<file path="config.mk">
export PLATFORM = sky130hd
export DESIGN_NAME = uehash_seq
export DESIGN_NICKNAME = d
export VERILOG_FILES = /design/src/uehash_pkg.sv /design/src/uehash_seq.sv
export SDC_FILE = /design/constraint.sdc
export NUM_CORES = 1
export LEC_CHECK = 0
export BUFFER_PORTS_ARGS = -buffer_cell sky130_fd_sc_hd__buf_2
export CORE_AREA = 2 2 39 41
export CTS_CLUSTER_SIZE = 20
export DETAILED_ROUTE_END_ITERATION = 10
export DIE_AREA = 0 0 41 43
export PLACE_DENSITY = 0.66
export SYNTH_ARGS = -nofsm -noshare
export SYNTH_HDL_FRONTEND = slang
export SYNTH_SLANG_ARGS = --single-unit
</file>
<file path="constraint.sdc">
create_clock -name i_clk -period 1.95 [get_ports i_clk]
set_clock_uncertainty 0.1 [all_clocks]
set_input_delay 0.39 -clock i_clk [delete_from_list [all_inputs] [get_ports i_clk]]
set_output_delay 0.39 -clock i_clk [all_outputs]
set_load 0.1 [all_outputs]
</file>
<file path="src/uehash_pkg.sv">
// uehash_pkg: shared constants, types and codes for the edge hash table
// no dependencies; used by every other file of the block except uehash_ram

package uehash_pkg;

    // field widths
    localparam int VERTEX_BITS  = 10;
    localparam int WEIGHT_BITS  = 16;
    localparam int STATUS_BITS  = 3;

    // table geometry (bucket count is at least the hash modulus, so hash is the bucket)
    localparam int BUCKET_COUNT = 97;
    localparam int WAYS         = 4;
    localparam int SLOT_COUNT   = BUCKET_COUNT * WAYS;
    localparam int ADDR_BITS    = $clog2(SLOT_COUNT);
    localparam int WAY_BITS     = (WAYS > 1) ? $clog2(WAYS) : 1;

    // hash constants
    localparam int HASH_MULT    = 33;
    localparam int HASH_MOD     = 97;
    localparam int BUCKET_BITS  = $clog2(HASH_MOD);
    localparam int SUM_BITS     = VERTEX_BITS + 1;
    localparam int HPROD_BITS   = SUM_BITS + $clog2(HASH_MULT);

    // reciprocal for mod by HASH_MOD: quotient estimate is low by at most one
    localparam int RECIP_SHIFT  = HPROD_BITS + BUCKET_BITS;
    localparam int RECIP_BITS   = RECIP_SHIFT - BUCKET_BITS + 1;
    localparam int Q_BITS       = HPROD_BITS - BUCKET_BITS + 1;
    localparam logic [RECIP_BITS-1:0] RECIP_MULT =
        RECIP_BITS'((64'd1 << RECIP_SHIFT) / HASH_MOD);

    // shared multiplier widths
    localparam int MUL_A_BITS   = HPROD_BITS;
    localparam int MUL_B_BITS   = RECIP_BITS;
    localparam int MUL_P_BITS   = MUL_A_BITS + MUL_B_BITS;

    // operation codes
    localparam logic OP_LOOKUP = 1'b0;
    localparam logic OP_INSERT = 1'b1;

    // result codes
    typedef enum logic [STATUS_BITS-1:0] {
        ST_INSERTED = 3'd0,
        ST_UPDATED  = 3'd1,
        ST_FOUND    = 3'd2,
        ST_MISSING  = 3'd3,
        ST_FULL     = 3'd4
    } t_status;

    // one slot of the table
    typedef struct packed {
        logic                   valid;
        logic [VERTEX_BITS-1:0] va;
        logic [VERTEX_BITS-1:0] vb;
        logic [WEIGHT_BITS-1:0] weight;
    } t_entry;

    localparam int ENTRY_BITS = $bits(t_entry);

    // sequencer states
    typedef enum logic [3:0] {
        S_CLR,
        S_IDLE,
        S_MUL33,
        S_RECIP,
        S_BACK,
        S_FIX,
        S_BASE,
        S_RD,
        S_CMP,
        S_WR,
        S_OUT
    } t_state;

    // multiplier operand selection
    typedef enum logic [2:0] {
        MUL_NONE,
        MUL_HASH,
        MUL_RECIP,
        MUL_BACK,
        MUL_BASE
    } t_mul_sel;

    // sequencer to datapath
    typedef struct packed {
        logic     clr_wr;
        logic     in_ready;
        logic     out_valid;
        t_mul_sel mul_sel;
        logic     save_p;
        logic     set_bucket;
        logic     set_base;
        logic     rd_en;
        logic     cmp_en;
        logic     wr_en;
    } t_seq_ctrl;

    // datapath to sequencer
    typedef struct packed {
        logic clr_last;
        logic in_valid;
        logic out_ready;
        logic stop;
    } t_seq_stat;

endpackage

</file>
<file path="src/uehash_seq.sv">
// uehash_seq: sequencer for clear pass, hash steps, way scan and write-back
// depends on uehash_pkg for state, control and status types

module uehash_seq (
    input  logic                  i_clk,
    input  logic                  i_rst_n,
    input  uehash_pkg::t_seq_stat i_stat,
    output uehash_pkg::t_seq_ctrl o_ctrl
);

    uehash_pkg::t_state r_state;
    uehash_pkg::t_state n_state;

    // state register
    always_ff @(posedge i_clk) begin
        if (!i_rst_n) begin
            r_state <= uehash_pkg::S_CLR;
        end else begin
            r_state <= n_state;
        end
    end

    // next state
    always_comb begin
        n_state = r_state;
        case (r_state)
            uehash_pkg::S_CLR:   if (i_stat.clr_last) n_state = uehash_pkg::S_IDLE;
            uehash_pkg::S_IDLE:  if (i_stat.in_valid) n_state = uehash_pkg::S_MUL33;
            uehash_pkg::S_MUL33: n_state = uehash_pkg::S_RECIP;
            uehash_pkg::S_RECIP: n_state = uehash_pkg::S_BACK;
            uehash_pkg::S_BACK:  n_state = uehash_pkg::S_FIX;
            uehash_pkg::S_FIX:   n_state = uehash_pkg::S_BASE;
            uehash_pkg::S_BASE:  n_state = uehash_pkg::S_RD;
            uehash_pkg::S_RD:    n_state = uehash_pkg::S_CMP;
            uehash_pkg::S_CMP: begin
                n_state = i_stat.stop ? uehash_pkg::S_WR : uehash_pkg::S_RD;
            end
            uehash_pkg::S_WR:    n_state = uehash_pkg::S_OUT;
            uehash_pkg::S_OUT:   if (i_stat.out_ready) n_state = uehash_pkg::S_IDLE;
            default:             n_state = uehash_pkg::S_CLR;
        endcase
    end

    // control outputs
    always_comb begin
        o_ctrl = '0;
        o_ctrl.mul_sel = uehash_pkg::MUL_NONE;
        case (r_state)
            uehash_pkg::S_CLR:   o_ctrl.clr_wr = 1'b1;
            uehash_pkg::S_IDLE:  o_ctrl.in_ready = 1'b1;
            uehash_pkg::S_MUL33: o_ctrl.mul_sel = uehash_pkg::MUL_HASH;
            uehash_pkg::S_RECIP: begin
                o_ctrl.mul_sel = uehash_pkg::MUL_RECIP;
                o_ctrl.save_p  = 1'b1;
            end
            uehash_pkg::S_BACK:  o_ctrl.mul_sel = uehash_pkg::MUL_BACK;
            uehash_pkg::S_FIX:   o_ctrl.set_bucket = 1'b1;
            uehash_pkg::S_BASE: begin
                o_ctrl.mul_sel  = uehash_pkg::MUL_BASE;
                o_ctrl.set_base = 1'b1;
            end
            uehash_pkg::S_RD:    o_ctrl.rd_en = 1'b1;
            uehash_pkg::S_CMP:   o_ctrl.cmp_en = 1'b1;
            uehash_pkg::S_WR:    o_ctrl.wr_en = 1'b1;
            uehash_pkg::S_OUT:   o_ctrl.out_valid = 1'b1;
            default:             o_ctrl = '0;
        endcase
    end

endmodule

</file>
# Yosys cells after proc, flatten, opt, wreduce, memory -nomap -nowiden
# Index checks and enable logic that the tools add are counted.
word_totals:
  ff_bits: 4
  input_bits: 6
  output_inout_bits: 12
  word_cells: 31
classes:
  eq_ne: 13
  n_mux: 15
  n_reduce_logical: 2
op_table:
  columns: ["op", "n"]
  rows:
  - ["one-hot mux 4 bit (11 select lines)", 1]
  - ["== test 4 x 3 -> 1 bit (second input constant)", 4]
  - ["2-to-1 mux 4 bit", 4]
  - ["== test 4 bit (second input constant)", 3]
  - ["one-hot mux 3 bit (4 select lines)", 1]
  - ["2-to-1 mux 1 bit", 9]
  - ["== test 4 x 2 -> 1 bit (second input constant)", 2]
  - ["inequality test 2 bit (second input constant)", 3]
  - ["== test 4 x 1 -> 1 bit (second input constant)", 1]
  - ["logical NOT 4 bit", 1]
  - ["AND reduction 3 bit", 1]

# Depth between registers and ports, before layout
depth:
  word_depth: 3
  mapped_depth: 5
  mapped_depth_nobuf: 4

# Worst setup path before layout
# Ideal clock, no wire load.
synth_timing:
  path_kind: "register -> output"
  start: "register r_state[3]"
  end: "output port o_ctrl[11] in the netlist's numbering"
  arrival_time_ns: 3.535
  required_ns: 1.460
  slack_ns: -2.075
  stages_incl_launch_ff: 4
  n_path_buf: 2
  cell_sequence: "dfxtp_1 clkbuf_2 buf_2 nor4_1"
synth_rtl:
  columns: ["item", "line", "rtl"]
  rows:
  - ["start, declared", "uehash_seq.sv:11", "uehash_pkg::t_state r_state;"]
  - ["start signal, assigned", "uehash_seq.sv:17", "r_state <= uehash_pkg::S_CLR;"]
  - ["start signal, assigned", "uehash_seq.sv:19", "r_state <= n_state;"]
  - ["end, declared", "uehash_seq.sv:8", "output uehash_pkg::t_seq_ctrl o_ctrl"]

==> metrics.yaml <==
clock_network:
  cts.hold.buffers_added: 0
  cts_tree: "done"
  cts_made_buffers: 3
  clock_latency_ns: 0.23
  cts_htree_levels: 1
  path_clk_slew_ns: 0.04
  cts_buffer_depth: 2
  cts_root_buf: "clkbuf_4"
  cts.sinks: 4
sta:
  max_freq_mhz: 546
  rsz0062_at_grt: "no"
  fin_crit_ns: 1.83
  finalHoldViolCount: 0
  fin_crit_sh_pct: 93.9
  tightest_slew_ns: 0.267
  timing.hold.ws_ns: 0.333
  setup_viol_count_final: 0
  slew_viol_final: 0
  relSlewSlack_pct: 82.0
  worst_slack_ns: 0.119
synthesis:
  synth_top_family_by_area: "simple AND/OR/NAND/NOR gates"
  synth_flop_cell: "dfxtp_1"
  yosysTopAreaCell: "dfxtp_1"
  async_reset_ff_share_pct: 0
  synth_area_um2: 388
  synth_mux_area_share_pct: 2.58
  yosys_register_bits: 4
  syn_area_per_cell_um2: 6.57
  synthXorXnorAreaFrac_pct: 4.52
  yosys_warnings: 0
  synth_compound_gate_area_share_pct: 16.1
  synth_top_area_share_pct: 20.6
  ys_types: 24
  synthTopCellsByCount: "12 x nor2_1, 6 x nand2_1, 5 x nor3_1, 4 x dfxtp_1, 4 x nand2b_1"
  synth-edff-count: 0
  yosys.area_share.simple_pct: 47.1
  seq_area_frac_synth_pct: 20.6
  synthAdderAreaFrac_pct: 0
  yosys-top-cells-area: "dfxtp_1 21%, nor2_1 12%, nand2b_1 6.5%"
  yosysMostFrequentCell: "nor2_1"
  syn_inst: 59
  syn_nets: 65
setup_path:
  cp-start-kind: "flip-flop"
  crit_path_end_kind: "primary output"
  worst_ep_arrival_time_ns: 1.34
  required_ns: 1.46
  critPathMaxFanout: 6
  startpoint: "r_state[1]"
  rr_startpoint: "r_state[3]"
  crit_type: "reg2out"
outcome:
  status: "finished, final reports clean"
finish:
  n_antenna_cell: 0
  drive_gt1_share_pct: 53.2
  largest_reg_flops: 4
  fin_nets: 87
  regMostFlops: "r_state"
  areaGrowthSynthToFinish_pct: 107
  reg.largest.list: "r_state x4"
  design_area_um2: 805
drt:
  wl_um: 1240
  viasPerCell: 5.17
  drt_pre_antenna_iters: 4
  drt-initial-drc-count: 23
  drc: 0
  ant_nets: 0
  wire_per_inst_um: 13.1
  vias: 491
floorplan:
  rows: 14
  die_x_um: 41
  core_mm2: 0.00138
  dieHeight_um: 43
  io_pins: 18
  die_area_mm2: 0.00176
  initial_core_util_pct: 28.0
placed_design:
  gp_congestion: 0.769
  numPortBuffers: 17
  dpl-instance-area_um2: 772
  pre_cts_ws_ns: 0.261
run:
  drv_cap: 0
hold_path:
  hold_path_class: "in2reg"
  hp-start: "i_rst_n"
global_route:
  track_usage_pct: 17.4
  overflow: 0
  antenna_found_initial: 0
  grt_max_degree: 10
  first_global_vias: 498
  grt_pass1_wl_um: 2080
power:
  irDropWorstVdd_v: 0.000427
  p_per_area_mw_per_mm2: 776
  p_leak_nw: 0.316
==> cells in the final DEF, fill, tap and decap left out <==
cell type   n
nor4_1      2
nand2b_4    1
o21a_1      1
xor2_1      1
nor4_4      1
nand3b_1    1
a221o_1     1
nor3b_2     1
mux2i_1     1
nor3_2      1
nor2_1      8
o21bai_1    1
and2_1      1
buf_12     12
o31ai_1     1
nand2_1     5
buf_2       5
dfxtp_2     4
buf_4       6
a21o_1      1
nor2b_1     3
nand4_1     1
nand2b_1    3
nor2_2      1
o21ai_0     3
nor3_4      3
xnor2_1     1
nor2_4      3
clkbuf_4    3
nor3_1      1
a21boi_1    1
nand2_2     1
==> what timing repair did <==
| action | CTS | global route |
|---|---|---|
| setup endpoints to repair | 1 | 4 |
| hold endpoints to repair | 0 | 0 |
| resized for setup | 1 | 4 |
| setup buffers | 0 | 0 |
| gates cloned | 0 | 0 |
==> final cells by class <==
cell class	instances	area (um^2)
fill	118	579
timing repair buffer	23	310
sequential	4	85.1
multi-input combinational	49	367
tap	16	20.0
clock buffer	3	22.5
==> worst max-delay path: stages (launching register included) <==
cell and delay (ns):
dfxtp_2 0.36, nand2b_1 0.25, nor3_4 0.29, buf_12 0.21
==> power by group <==
group          switching, mW  total, mW  internal (mW)
registers             0.0225      0.116         0.0938
clock network         0.0343      0.103         0.0689
logic                  0.253      0.405          0.151
==> kinds of logic (layout without fill, tap and decap cells) <==
| kind of cell | Yosys count | after routing |
|---|---|---|
| AND/OR/NAND/NOR | 37 | 37 |
| AO/OA/AOI/OAI | 9 | 9 |
| buffers and inverters | 6 | 26 |
| flip-flops | 4 | 4 |
| XOR/XNOR | 2 | 2 |
| multiplexers | 1 | 1 |
==> worst paths after layout <==
check                                  end  slack, ns  depth (start not counted)
worst max-delay path            o_ctrl[10]       0.12                          3
worst min register to register  r_state[0]       0.59                          2
worst max register to register  r_state[1]       0.55                          5
worst min-delay path            r_state[2]       0.33                          2
==> layer usage <==
layer / up-vias / global-route usage (%) / share of wire [%]
li1: 243 / - / -
met1: 229 / 23.5 / 40
met2: 17 / 25.6 / 54
met3: 2 / 0 / 4.0
met4: 0 / 12.0 / 1.6
met5: - / 0 / 0
==> metrics by stage <==
stage          instances  power (mW)  util [%]  setup TNS, ns
3_5_place_dp          92       0.519      55.8              0
6_report              95       0.624      58.1              0
4_1_cts               95       0.628      57.5              0
5_1_grt               95       0.656      58.1              0
3_3_place_gp          92       0.510      55.8              0
2_1_floorplan         59       0.391         -          -1.44
Note: power is estimated with default switching activity, not from simulation.
