### config.mk
export PLATFORM = sky130hd
export DESIGN_NAME = uehash_mul
export DESIGN_NICKNAME = d
export VERILOG_FILES = /design/src/uehash_pkg.sv /design/src/uehash_mul.sv
export SDC_FILE = /design/constraint.sdc
export NUM_CORES = 1
export LEC_CHECK = 0
export ABC_AREA = 0
export ABC_CLOCK_PERIOD_IN_PS = 16560
export BUFFER_PORTS_ARGS = -buffer_cell sky130_fd_sc_hd__buf_4
export CORE_MARGIN = 2
export CORE_UTILIZATION = 65
export CTS_CLUSTER_DIAMETER = 40
export DETAILED_ROUTE_END_ITERATION = 8
export PLACE_DENSITY = 0.85
export SETUP_SLACK_MARGIN = 0.2
export SLEW_MARGIN = 40
export SYNTH_ARGS = -nofsm -noshare
export SYNTH_HDL_FRONTEND = slang
export SYNTH_SLANG_ARGS = --single-unit
### constraint.sdc
create_clock -name i_clk -period 16.56 [get_ports i_clk]
set_input_delay 3.312 -clock i_clk [delete_from_list [all_inputs] [get_ports i_clk]]
set_output_delay 3.312 -clock i_clk [all_outputs]
set_load 0.05 [all_outputs]
### src/uehash_pkg.sv
// uehash_pkg: shared constants, types and codes for the edge hash table
// no dependencies; used by every other file of the block except uehash_ram

package uehash_pkg;

    // field widths
    localparam int VERTEX_BITS  = 10;
    localparam int WEIGHT_BITS  = 16;
    localparam int STATUS_BITS  = 3;

    // table geometry (bucket count is at least the hash modulus, so hash is the bucket)
    localparam int BUCKET_COUNT = 97;
    localparam int WAYS         = 4;
    localparam int SLOT_COUNT   = BUCKET_COUNT * WAYS;
    localparam int ADDR_BITS    = $clog2(SLOT_COUNT);
    localparam int WAY_BITS     = (WAYS > 1) ? $clog2(WAYS) : 1;

    // hash constants
    localparam int HASH_MULT    = 33;
    localparam int HASH_MOD     = 97;
    localparam int BUCKET_BITS  = $clog2(HASH_MOD);
    localparam int SUM_BITS     = VERTEX_BITS + 1;
    localparam int HPROD_BITS   = SUM_BITS + $clog2(HASH_MULT);

    // reciprocal for mod by HASH_MOD: quotient estimate is low by at most one
    localparam int RECIP_SHIFT  = HPROD_BITS + BUCKET_BITS;
    localparam int RECIP_BITS   = RECIP_SHIFT - BUCKET_BITS + 1;
    localparam int Q_BITS       = HPROD_BITS - BUCKET_BITS + 1;
    localparam logic [RECIP_BITS-1:0] RECIP_MULT =
        RECIP_BITS'((64'd1 << RECIP_SHIFT) / HASH_MOD);

    // shared multiplier widths
    localparam int MUL_A_BITS   = HPROD_BITS;
    localparam int MUL_B_BITS   = RECIP_BITS;
    localparam int MUL_P_BITS   = MUL_A_BITS + MUL_B_BITS;

    // operation codes
    localparam logic OP_LOOKUP = 1'b0;
    localparam logic OP_INSERT = 1'b1;

    // result codes
    typedef enum logic [STATUS_BITS-1:0] {
        ST_INSERTED = 3'd0,
        ST_UPDATED  = 3'd1,
        ST_FOUND    = 3'd2,
        ST_MISSING  = 3'd3,
        ST_FULL     = 3'd4
    } t_status;

    // one slot of the table
    typedef struct packed {
        logic                   valid;
        logic [VERTEX_BITS-1:0] va;
        logic [VERTEX_BITS-1:0] vb;
        logic [WEIGHT_BITS-1:0] weight;
    } t_entry;

    localparam int ENTRY_BITS = $bits(t_entry);

    // sequencer states
    typedef enum logic [3:0] {
        S_CLR,
        S_IDLE,
        S_MUL33,
        S_RECIP,
        S_BACK,
        S_FIX,
        S_BASE,
        S_RD,
        S_CMP,
        S_WR,
        S_OUT
    } t_state;

    // multiplier operand selection
    typedef enum logic [2:0] {
        MUL_NONE,
        MUL_HASH,
        MUL_RECIP,
        MUL_BACK,
        MUL_BASE
    } t_mul_sel;

    // sequencer to datapath
    typedef struct packed {
        logic     clr_wr;
        logic     in_ready;
        logic     out_valid;
        t_mul_sel mul_sel;
        logic     save_p;
        logic     set_bucket;
        logic     set_base;
        logic     rd_en;
        logic     cmp_en;
        logic     wr_en;
    } t_seq_ctrl;

    // datapath to sequencer
    typedef struct packed {
        logic clr_last;
        logic in_valid;
        logic out_ready;
        logic stop;
    } t_seq_stat;

endpackage

### src/uehash_mul.sv
// uehash_mul: shared multiplier with registered product
// depends on uehash_pkg for operand widths

module uehash_mul (
    input  logic                              i_clk,
    input  logic                              i_en,
    input  logic [uehash_pkg::MUL_A_BITS-1:0] i_a,
    input  logic [uehash_pkg::MUL_B_BITS-1:0] i_b,
    output logic [uehash_pkg::MUL_P_BITS-1:0] o_prod
);

    logic [uehash_pkg::MUL_P_BITS-1:0] r_prod;

    // product register, held while unused
    always_ff @(posedge i_clk) begin
        if (i_en) begin
            r_prod <= uehash_pkg::MUL_P_BITS'(i_a) * uehash_pkg::MUL_P_BITS'(i_b);
        end
    end

    assign o_prod = r_prod;

endmodule

Word level (Yosys, flattened, before mapping):

Index checks and enable logic that the tools add are counted.

* bits in registers: 35
* input bits: 37
* output and inout bits: 35
* logic and storage cells: 2

* multiply operators: 1

Operator list (number)
* 17-bit by 18-bit multiplier with 35-bit output: 1

Longest topological paths before layout:

Gate-level depths: netlist of run 1.

* word-level depth: 1
* mapped depth: 23
* depth with buffers taken out: 21

Worst setup path before layout of run 1:

OpenSTA, ideal clock, no wires.

* kind: input port to flip-flop
* start: input port i_a[8] in the netlist's numbering
* end: register r_prod (netlist bit o_prod[30]), data pin
* library setup time: 0.260 ns
* arrival: 8.552 ns
* data required time: 16.300 ns
* slack: 7.748 ns
* cell stages on the path: 22
* buffers on the path: 2
* path through: clkbuf_1 > clkbuf_1 > nand2_1 > fa_1 > inv_1 > fa_1 > inv_1 > fa_1 > inv_1 > fa_1 > fa_1 > inv_1 > fa_1 > inv_1 > ha_1 > a21oi_1 > o21ai_0 > a41o_1 > a41oi_1 > nand3_1 > a31oi_1 > xnor2_1

* cells in the longest elaborated chain, start to end: 1

Ends and longest elaborated chain
* start: declaration: RTL line uehash_mul.sv:7 `input logic [uehash_pkg::MUL_A_BITS-1:0] i_a,`
* 17-bit by 18-bit multiplier with 35-bit output: RTL line uehash_mul.sv:17 `r_prod <= uehash_pkg::MUL_P_BITS'(i_a) * uehash_pkg::MUL_P_BITS'(i_b);`
* end signal: assignment: RTL line uehash_mul.sv:17
* end: declaration: RTL line uehash_mul.sv:12 `logic [uehash_pkg::MUL_P_BITS-1:0] r_prod;`

No other way between the ends.
A chain may end at the register's enable or synchronous reset.

Final worst setup path of run 1:

* start: input port i_b[9] in the netlist's numbering
* end: register r_prod (netlist bit o_prod[31]), data pin

* cells in the longest elaborated chain, start to end: 1

Ends and longest elaborated chain
* start: declaration: RTL line uehash_mul.sv:8 `input logic [uehash_pkg::MUL_B_BITS-1:0] i_b,`
* 17-bit by 18-bit multiplier with 35-bit output: RTL line uehash_mul.sv:17

No other way between the ends.

==> flow_metrics.tcl, run 1 <==
set metrics [dict create \
    synth_edf_count 35 \
    dieArea_um2 18200 \
    largest_register_ffs 35 \
    synthTopCellsByArea "fa_1, ha_1, inv_1" \
    htreeDepth 2 \
    ys_warn_count 0 \
    grt_overflow 0 \
    fin_crit_sh 0.538 \
    worstPathBufferInverterCount 5 \
    path_delay_family "adder cells" \
    crit_path_max_fanout 17 \
    layout.nets 1634 \
    fillCellCount 1249 \
    post_drt_wl_per_cell_um 17.4 \
    status "completed" \
    die-width_um 135 \
    gp_congestion 0.880 \
    route.detailed.drc 0 \
    cp-start-kind "primary input" \
    worstPathArrival_ns 8.94 \
    cts_hold_buf 0 \
    ctsResizeCount 0 \
    syn_area_um2 11200 \
    dp_hpwl_um 20600 \
    diodes 0 \
    antenna_left 0 \
    worst_pin_slew_ns 0.551 \
    synth_nets 1608 \
    fmax_mhz 112 \
    critPathCaptureType "flop" \
    grt_max_degree 36 \
    grt_pass1_vias 9072 \
    yosysTopAreaCell "fa_1" \
    postSynthAreaPerCell_um2 9.13 \
    drt_iter0_drc 521 \
    grt_pass1_wl_um 42700 \
    yosysTopAreaCellShare 0.428 \
    timing.final.hold_violations 0 \
    wl_met1_um 9300 \
    synth.distinct_cells 43 \
    synth-seq-cells 35 \
    maxCapViolations 0 \
    clock_sinks 35 \
    crit_path_frequent_cell "fa_1" \
    cts_tree "yes" \
    required_ns 16.58 \
    fp.dieH_um 135 \
    grt.total_usage 0.300 \
    dr.pass1.iters 5 \
    register_area_um2 1050 \
    cts_post_setup_buffers_inserted 0 \
    setup_viol 0 \
    initial_core_util 0.669 \
    layout-drive-gt1-share 0.0664 \
    coreArea_um2 16700 \
    viasPerCell 5.68 \
    cts_buffers 5 \
    area_growth_pct 6.60 \
    clk_pin_slew_ns 0.05 \
    cp-startpoint "i_b[9]" \
    maxSlewViolCount 0 \
    root_buffer "clkbuf_16" \
    wirelength_um 25600 \
    met3_length_um 1820 \
    io_pins 72 \
    crit_slowest_cell "fa_1" \
    slowest_delay_ns 0.55 \
    antenna_found_initial 0 \
    place_ws_ns 7.45 \
    rsz0062_at_grt "no" \
    setup_tns_ns 0 \
    min_period_ns 8.92 \
    async_reset_ff_frac 0 \
    clock_path_buffers 2 \
    fp-row-count 47 \
    syn_inst 1223 \
    min_from "i_en" \
    seq_area_frac_synth 0.0941 \
    crit_chain "buf_4 > and2_1 > fa_1 > inv_1 > fa_1 > inv_1 > fa_1 > fa_1 > fa_1 > inv_1 > fa_1 > inv_1 > ha_1 > and4_1 > a32oi_1 > nand2_1 > o31ai_2 > a31oi_1 > a311oi_1 > xnor2_1" \
    multi_input_area_um2 8840 \
    portBuffers 71 \
    ys.flop_type "edfxtp_1" \
    relSlewSlack 0.631 \
    worstHoldPathType "in -> reg" \
    criticalPathCategory "in -> reg" \
    fin_ws_ns 7.64 \
    vias 8356 \
    routed.top_layer "met4" \
    wl_met2_um 13400 \
]
==> final timing paths <==
path | to | slack [ns] | cells after the start
worst min-delay path | o_prod[32] | 3.50 | 1
worst max-delay path | o_prod[31] | 7.64 | 20
==> kinds of logic (layout without fill, tap and decap cells) <==
| kind of cell | after synthesis | after routing | share of synthesized area |
|---|---|---|---|
| buffers and inverters | 337 | 364 | 0.115 |
| XOR/XNOR | 30 | 30 | 0.0235 |
| AO/OA/AOI/OAI | 90 | 90 | 0.0520 |
| flip-flops | 35 | 35 | 0.0941 |
| adder cells (fa/ha/maj) | 348 | 348 | 0.551 |
| AND/OR/NAND/NOR | 383 | 383 | 0.165 |
==> per-stage QoR <==
stage / hold slack, ns / utilization / area (um^2) / instances
6_report: 3.50 / 0.713 / 11900 / 1470
5_1_grt: 3.52 / 0.713 / 11900 / 1470
4_1_cts: 3.51 / 0.713 / 11900 / 1470
3_5_place_dp: 3.80 / 0.704 / 11800 / 1462
3_3_place_gp: 3.78 / 0.704 / 11800 / 1462
2_1_floorplan: 3.42 / - / 11200 / 1223
==> synthesized netlist by cell type (2+ instances only) <==
library cell and instances:
edfxtp_1 35, a311oi_1 2, o21a_1 6, xor2_1 11
nor3_1 4, a21oi_1 30, o21ai_1 4, and2_1 132
fa_1 239, ha_1 109, a211oi_1 3, nor2_1 10
buf_6 2, o21bai_1 2, clkbuf_1 49, a21o_1 7
a41oi_1 2, o211ai_1 4, a31oi_1 7, nor2b_1 4
inv_1 285, nand3_1 12, xnor2_1 19, o21ai_0 14
and3_1 5, or3_1 2, nand2_1 206, nand4_1 3
==> routing by layer <==
metal	vias to the layer above	track usage
met3	82	0.0484
met4	0	0.120
met2	342	0.533
met1	4228	0.365
met5	-	0
li1	3704	-
==> cells in the final DEF, fill, tap and decap left out, types with 2 or more instances in the layout <==
cell and instances:
o211ai_1 4, o21a_1 6, o21ai_1 4, nand4_1 3, edfxtp_1 35, a21oi_1 30, a21o_1 7, nand3_1 12
inv_1 285, nor2b_1 4, ha_1 109, a311oi_1 2, and3_1 5, o21ai_0 14, a211oi_1 3, clkbuf_16 5
nand2_1 206, buf_4 71, clkinv_1 2, xnor2_1 19, fa_1 239, or3_1 2, xor2_1 11, a41oi_1 2
nor3_1 4, nor2_1 10, o21bai_1 2, and2_1 132, a31oi_1 7
==> area by class of cell <==
type | count | area share
clock buffer | 5 | 0.0105
timing repair buffer | 71 | 0.0448
sequential | 35 | 0.0883
multi-input combinational | 851 | 0.742
clock inverter | 3 | 0.00126
inverter | 285 | 0.0899
tap | 220 | 0.0231
Power of run 1 is not shown: default switching activity piles up to over one toggle a cycle in this logic, so the estimate is an artifact.
==> run 2: changes to the inputs <==
--- a/config.mk
+++ b/config.mk
@@ -5,14 +5,14 @@
 export SDC_FILE = /design/constraint.sdc
 export NUM_CORES = 1
 export LEC_CHECK = 0
-export ABC_AREA = 0
-export ABC_CLOCK_PERIOD_IN_PS = 16560
+export ABC_AREA = 1
+export ABC_CLOCK_PERIOD_IN_PS = 9090
 export BUFFER_PORTS_ARGS = -buffer_cell sky130_fd_sc_hd__buf_4
 export CORE_MARGIN = 2
 export CORE_UTILIZATION = 65
 export CTS_CLUSTER_DIAMETER = 40
 export DETAILED_ROUTE_END_ITERATION = 8
-export PLACE_DENSITY = 0.85
+export PLACE_DENSITY = 0.84
 export SETUP_SLACK_MARGIN = 0.2
 export SLEW_MARGIN = 40
 export SYNTH_ARGS = -nofsm -noshare
==> constraint.sdc (replaced) <==
create_clock -name i_clk -period 9.09 [get_ports i_clk]
set_input_delay 1.818 -clock i_clk [delete_from_list [all_inputs] [get_ports i_clk]]
set_output_delay 1.818 -clock i_clk [all_outputs]
set_load 0.05 [all_outputs]
==> flow_metrics.tcl, run 2 <==
set metrics [dict create \
    layout-drive-gt1-share 0.0557 \
    io_pins 72 \
    cts_buffers 5 \
    drt_iter0_drc 633 \
    synth_edf_count 35 \
    syn_inst 1608 \
    required_ns 9.13 \
    layout.nets 2001 \
    rsz0062_at_grt "no" \
    gp_congestion 0.978 \
    layout_common_cells "nand2_1, inv_1, fa_1" \
    postSynthAreaPerCell_um2 7.47 \
    ys_warn_count 0 \
    synth-seq-cells 35 \
    coreArea_um2 18000 \
    synthTopCellsByArea "fa_1, nand2_1, inv_1" \
    top_usage_layer "met2" \
    fp-row-count 49 \
    grt_pass1_vias 10500 \
    crit_path_max_fanout 17 \
    mostFrequentLayoutCell "nand2_1" \
    clock_sinks 35 \
    fin_area_um2 12700 \
    area_growth_pct 6.00 \
    grt.total_usage 0.305 \
    dieArea_um2 19600 \
    worst_pin_slew_ns 0.445 \
    yosysMostFrequentCell "nand2_1" \
    crit_chain "buf_4 > nand2_1 > fa_1 > inv_1 > fa_1 > fa_1 > fa_1 > fa_1 > inv_1 > fa_1 > inv_1 > ha_1 > nand2_1 > inv_1 > nand2_1 > inv_1 > a21oi_1 > nand2_2 > nand2_1 > nand2_1 > nand2_1 > nand2_1" \
    post_drt_wl_per_cell_um 15.2 \
    yosysTopAreaCell "fa_1" \
    min_period_ns 6.69 \
    fp.dieH_um 140 \
    cp-start-kind "primary input" \
    setup_tns_ns 0 \
    cts_tree "yes" \
    antenna_found_initial 0 \
    fin_crit_sh 0.737 \
    synth.distinct_cells 22 \
    grt_overflow 0 \
    initial_core_util 0.667 \
    htreeDepth 2 \
    criticalPathCategory "in -> reg" \
    maxCapViolations 0 \
    cp-startpoint "i_b[9]" \
    dp_hpwl_um 22600 \
    crit_slowest_cell "fa_1" \
    async_reset_ff_frac 0 \
    setup_viol 0 \
    portBuffers 71 \
    maxSlewViolCount 0 \
    seq_area_frac_synth 0.0874 \
    crit_path_frequent_cell "nand2_1" \
    global_route.usage.met2 0.552 \
    use_met3 0.0342 \
    relSlewSlack 0.703 \
    use_met1 0.371 \
    diodes 0 \
    placed_area_um2 12600 \
    viasPerCell 5.28 \
    grt_max_degree 36 \
    antenna_left 0 \
    root_buffer "clkbuf_16" \
    ys.flop_type "edfxtp_1" \
    ctsResizeCount 0 \
    synth.top_cells.by_count "nand2_1, inv_1, fa_1" \
    min_from "i_en" \
    die-width_um 140 \
    worstHoldPathType "in -> reg" \
    slowest_delay_ns 0.63 \
    grt_pass1_wl_um 47800 \
    cts_post_setup_buffers_inserted 0 \
    yosysTopAreaCellShare 0.398 \
    dr.pass1.iters 6 \
    clk_pin_slew_ns 0.06 \
    vias 9742 \
    route.detailed.drc 0 \
    synth_nets 1993 \
    timing.final.hold_violations 0 \
    largest_register_ffs 35 \
    syn_area_um2 12000 \
    worstPathArrival_ns 6.73 \
    critPathCaptureType "flop" \
    clock_path_buffers 2 \
    status "completed" \
    cts_hold_buf 0 \
    wirelength_um 28000 \
    place_ws_ns 2.15 \
    fmax_mhz 149 \
    fin_ws_ns 2.40 \
]
run 2: cell count changes in the layout (fill, tap and decap cells not counted), moves of 5 or more:
cell,previous run,this run
a21o_1,7,1
nand2_2,0,6
a21oi_1,30,21
nand2_1,206,516
nand3_1,12,26
inv_1,285,511
nor2_1,10,39
and3_1,5,0
and2_1,132,1
a31oi_1,7,0
o21ai_0,14,1
o21a_1,6,0
xnor2_1,19,3
run 2: layout make-up:
| cell class | instances | area, um^2 |
|---|---|---|
| Tap cell | 229 | 287 |
| Multi-Input combinational cell | 992 | 8790 |
| Timing Repair Buffer | 71 | 533 |
| Clock inverter | 3 | 38.8 |
| Fill cell | 1419 | 5290 |
| Sequential cell | 35 | 1050 |
| Clock buffer | 5 | 125 |
| Inverter | 511 | 1920 |
run 2: worst paths after layout:
path	to	slack (ns)	cells past startpoint
max	o_prod[26]	2.40	22
min	o_prod[10]	2.01	1
run 2: metrics by stage:
stage	util	cells	hold WS [ns]
2_1_floorplan	-	1608	1.93
3_3_place_gp	0.698	1838	2.30
3_5_place_dp	0.698	1838	2.31
4_1_cts	0.707	1846	2.02
5_1_grt	0.707	1846	2.03
6_report	0.707	1846	2.01
run 2: cells by family after synthesis:
| kind of cell | count (synthesis) | synth area share |
|---|---|---|
| fa+ha+maj | 348 | 0.512 |
| flops | 35 | 0.0874 |
| xor+xnor | 17 | 0.0124 |
| compound gates | 26 | 0.0120 |
| simple gates | 601 | 0.195 |
| buf+inv | 581 | 0.181 |
run 2: worst max-delay path, delay by kind of cell:
kind	cells	cell delay [ns]
compound gates	1	0.17
fa+ha+maj	7	3.44
buf+inv	6	0.57
simple gates	8	0.73
run 2: metal layers:
layer	vias to the layer above	part of all wire
met1	4723	0.36
met3	108	0.076
li1	4487	-
met2	424	0.51
met4	0	0.045
met5	-	0
Power of run 2 is left out for the same reason.
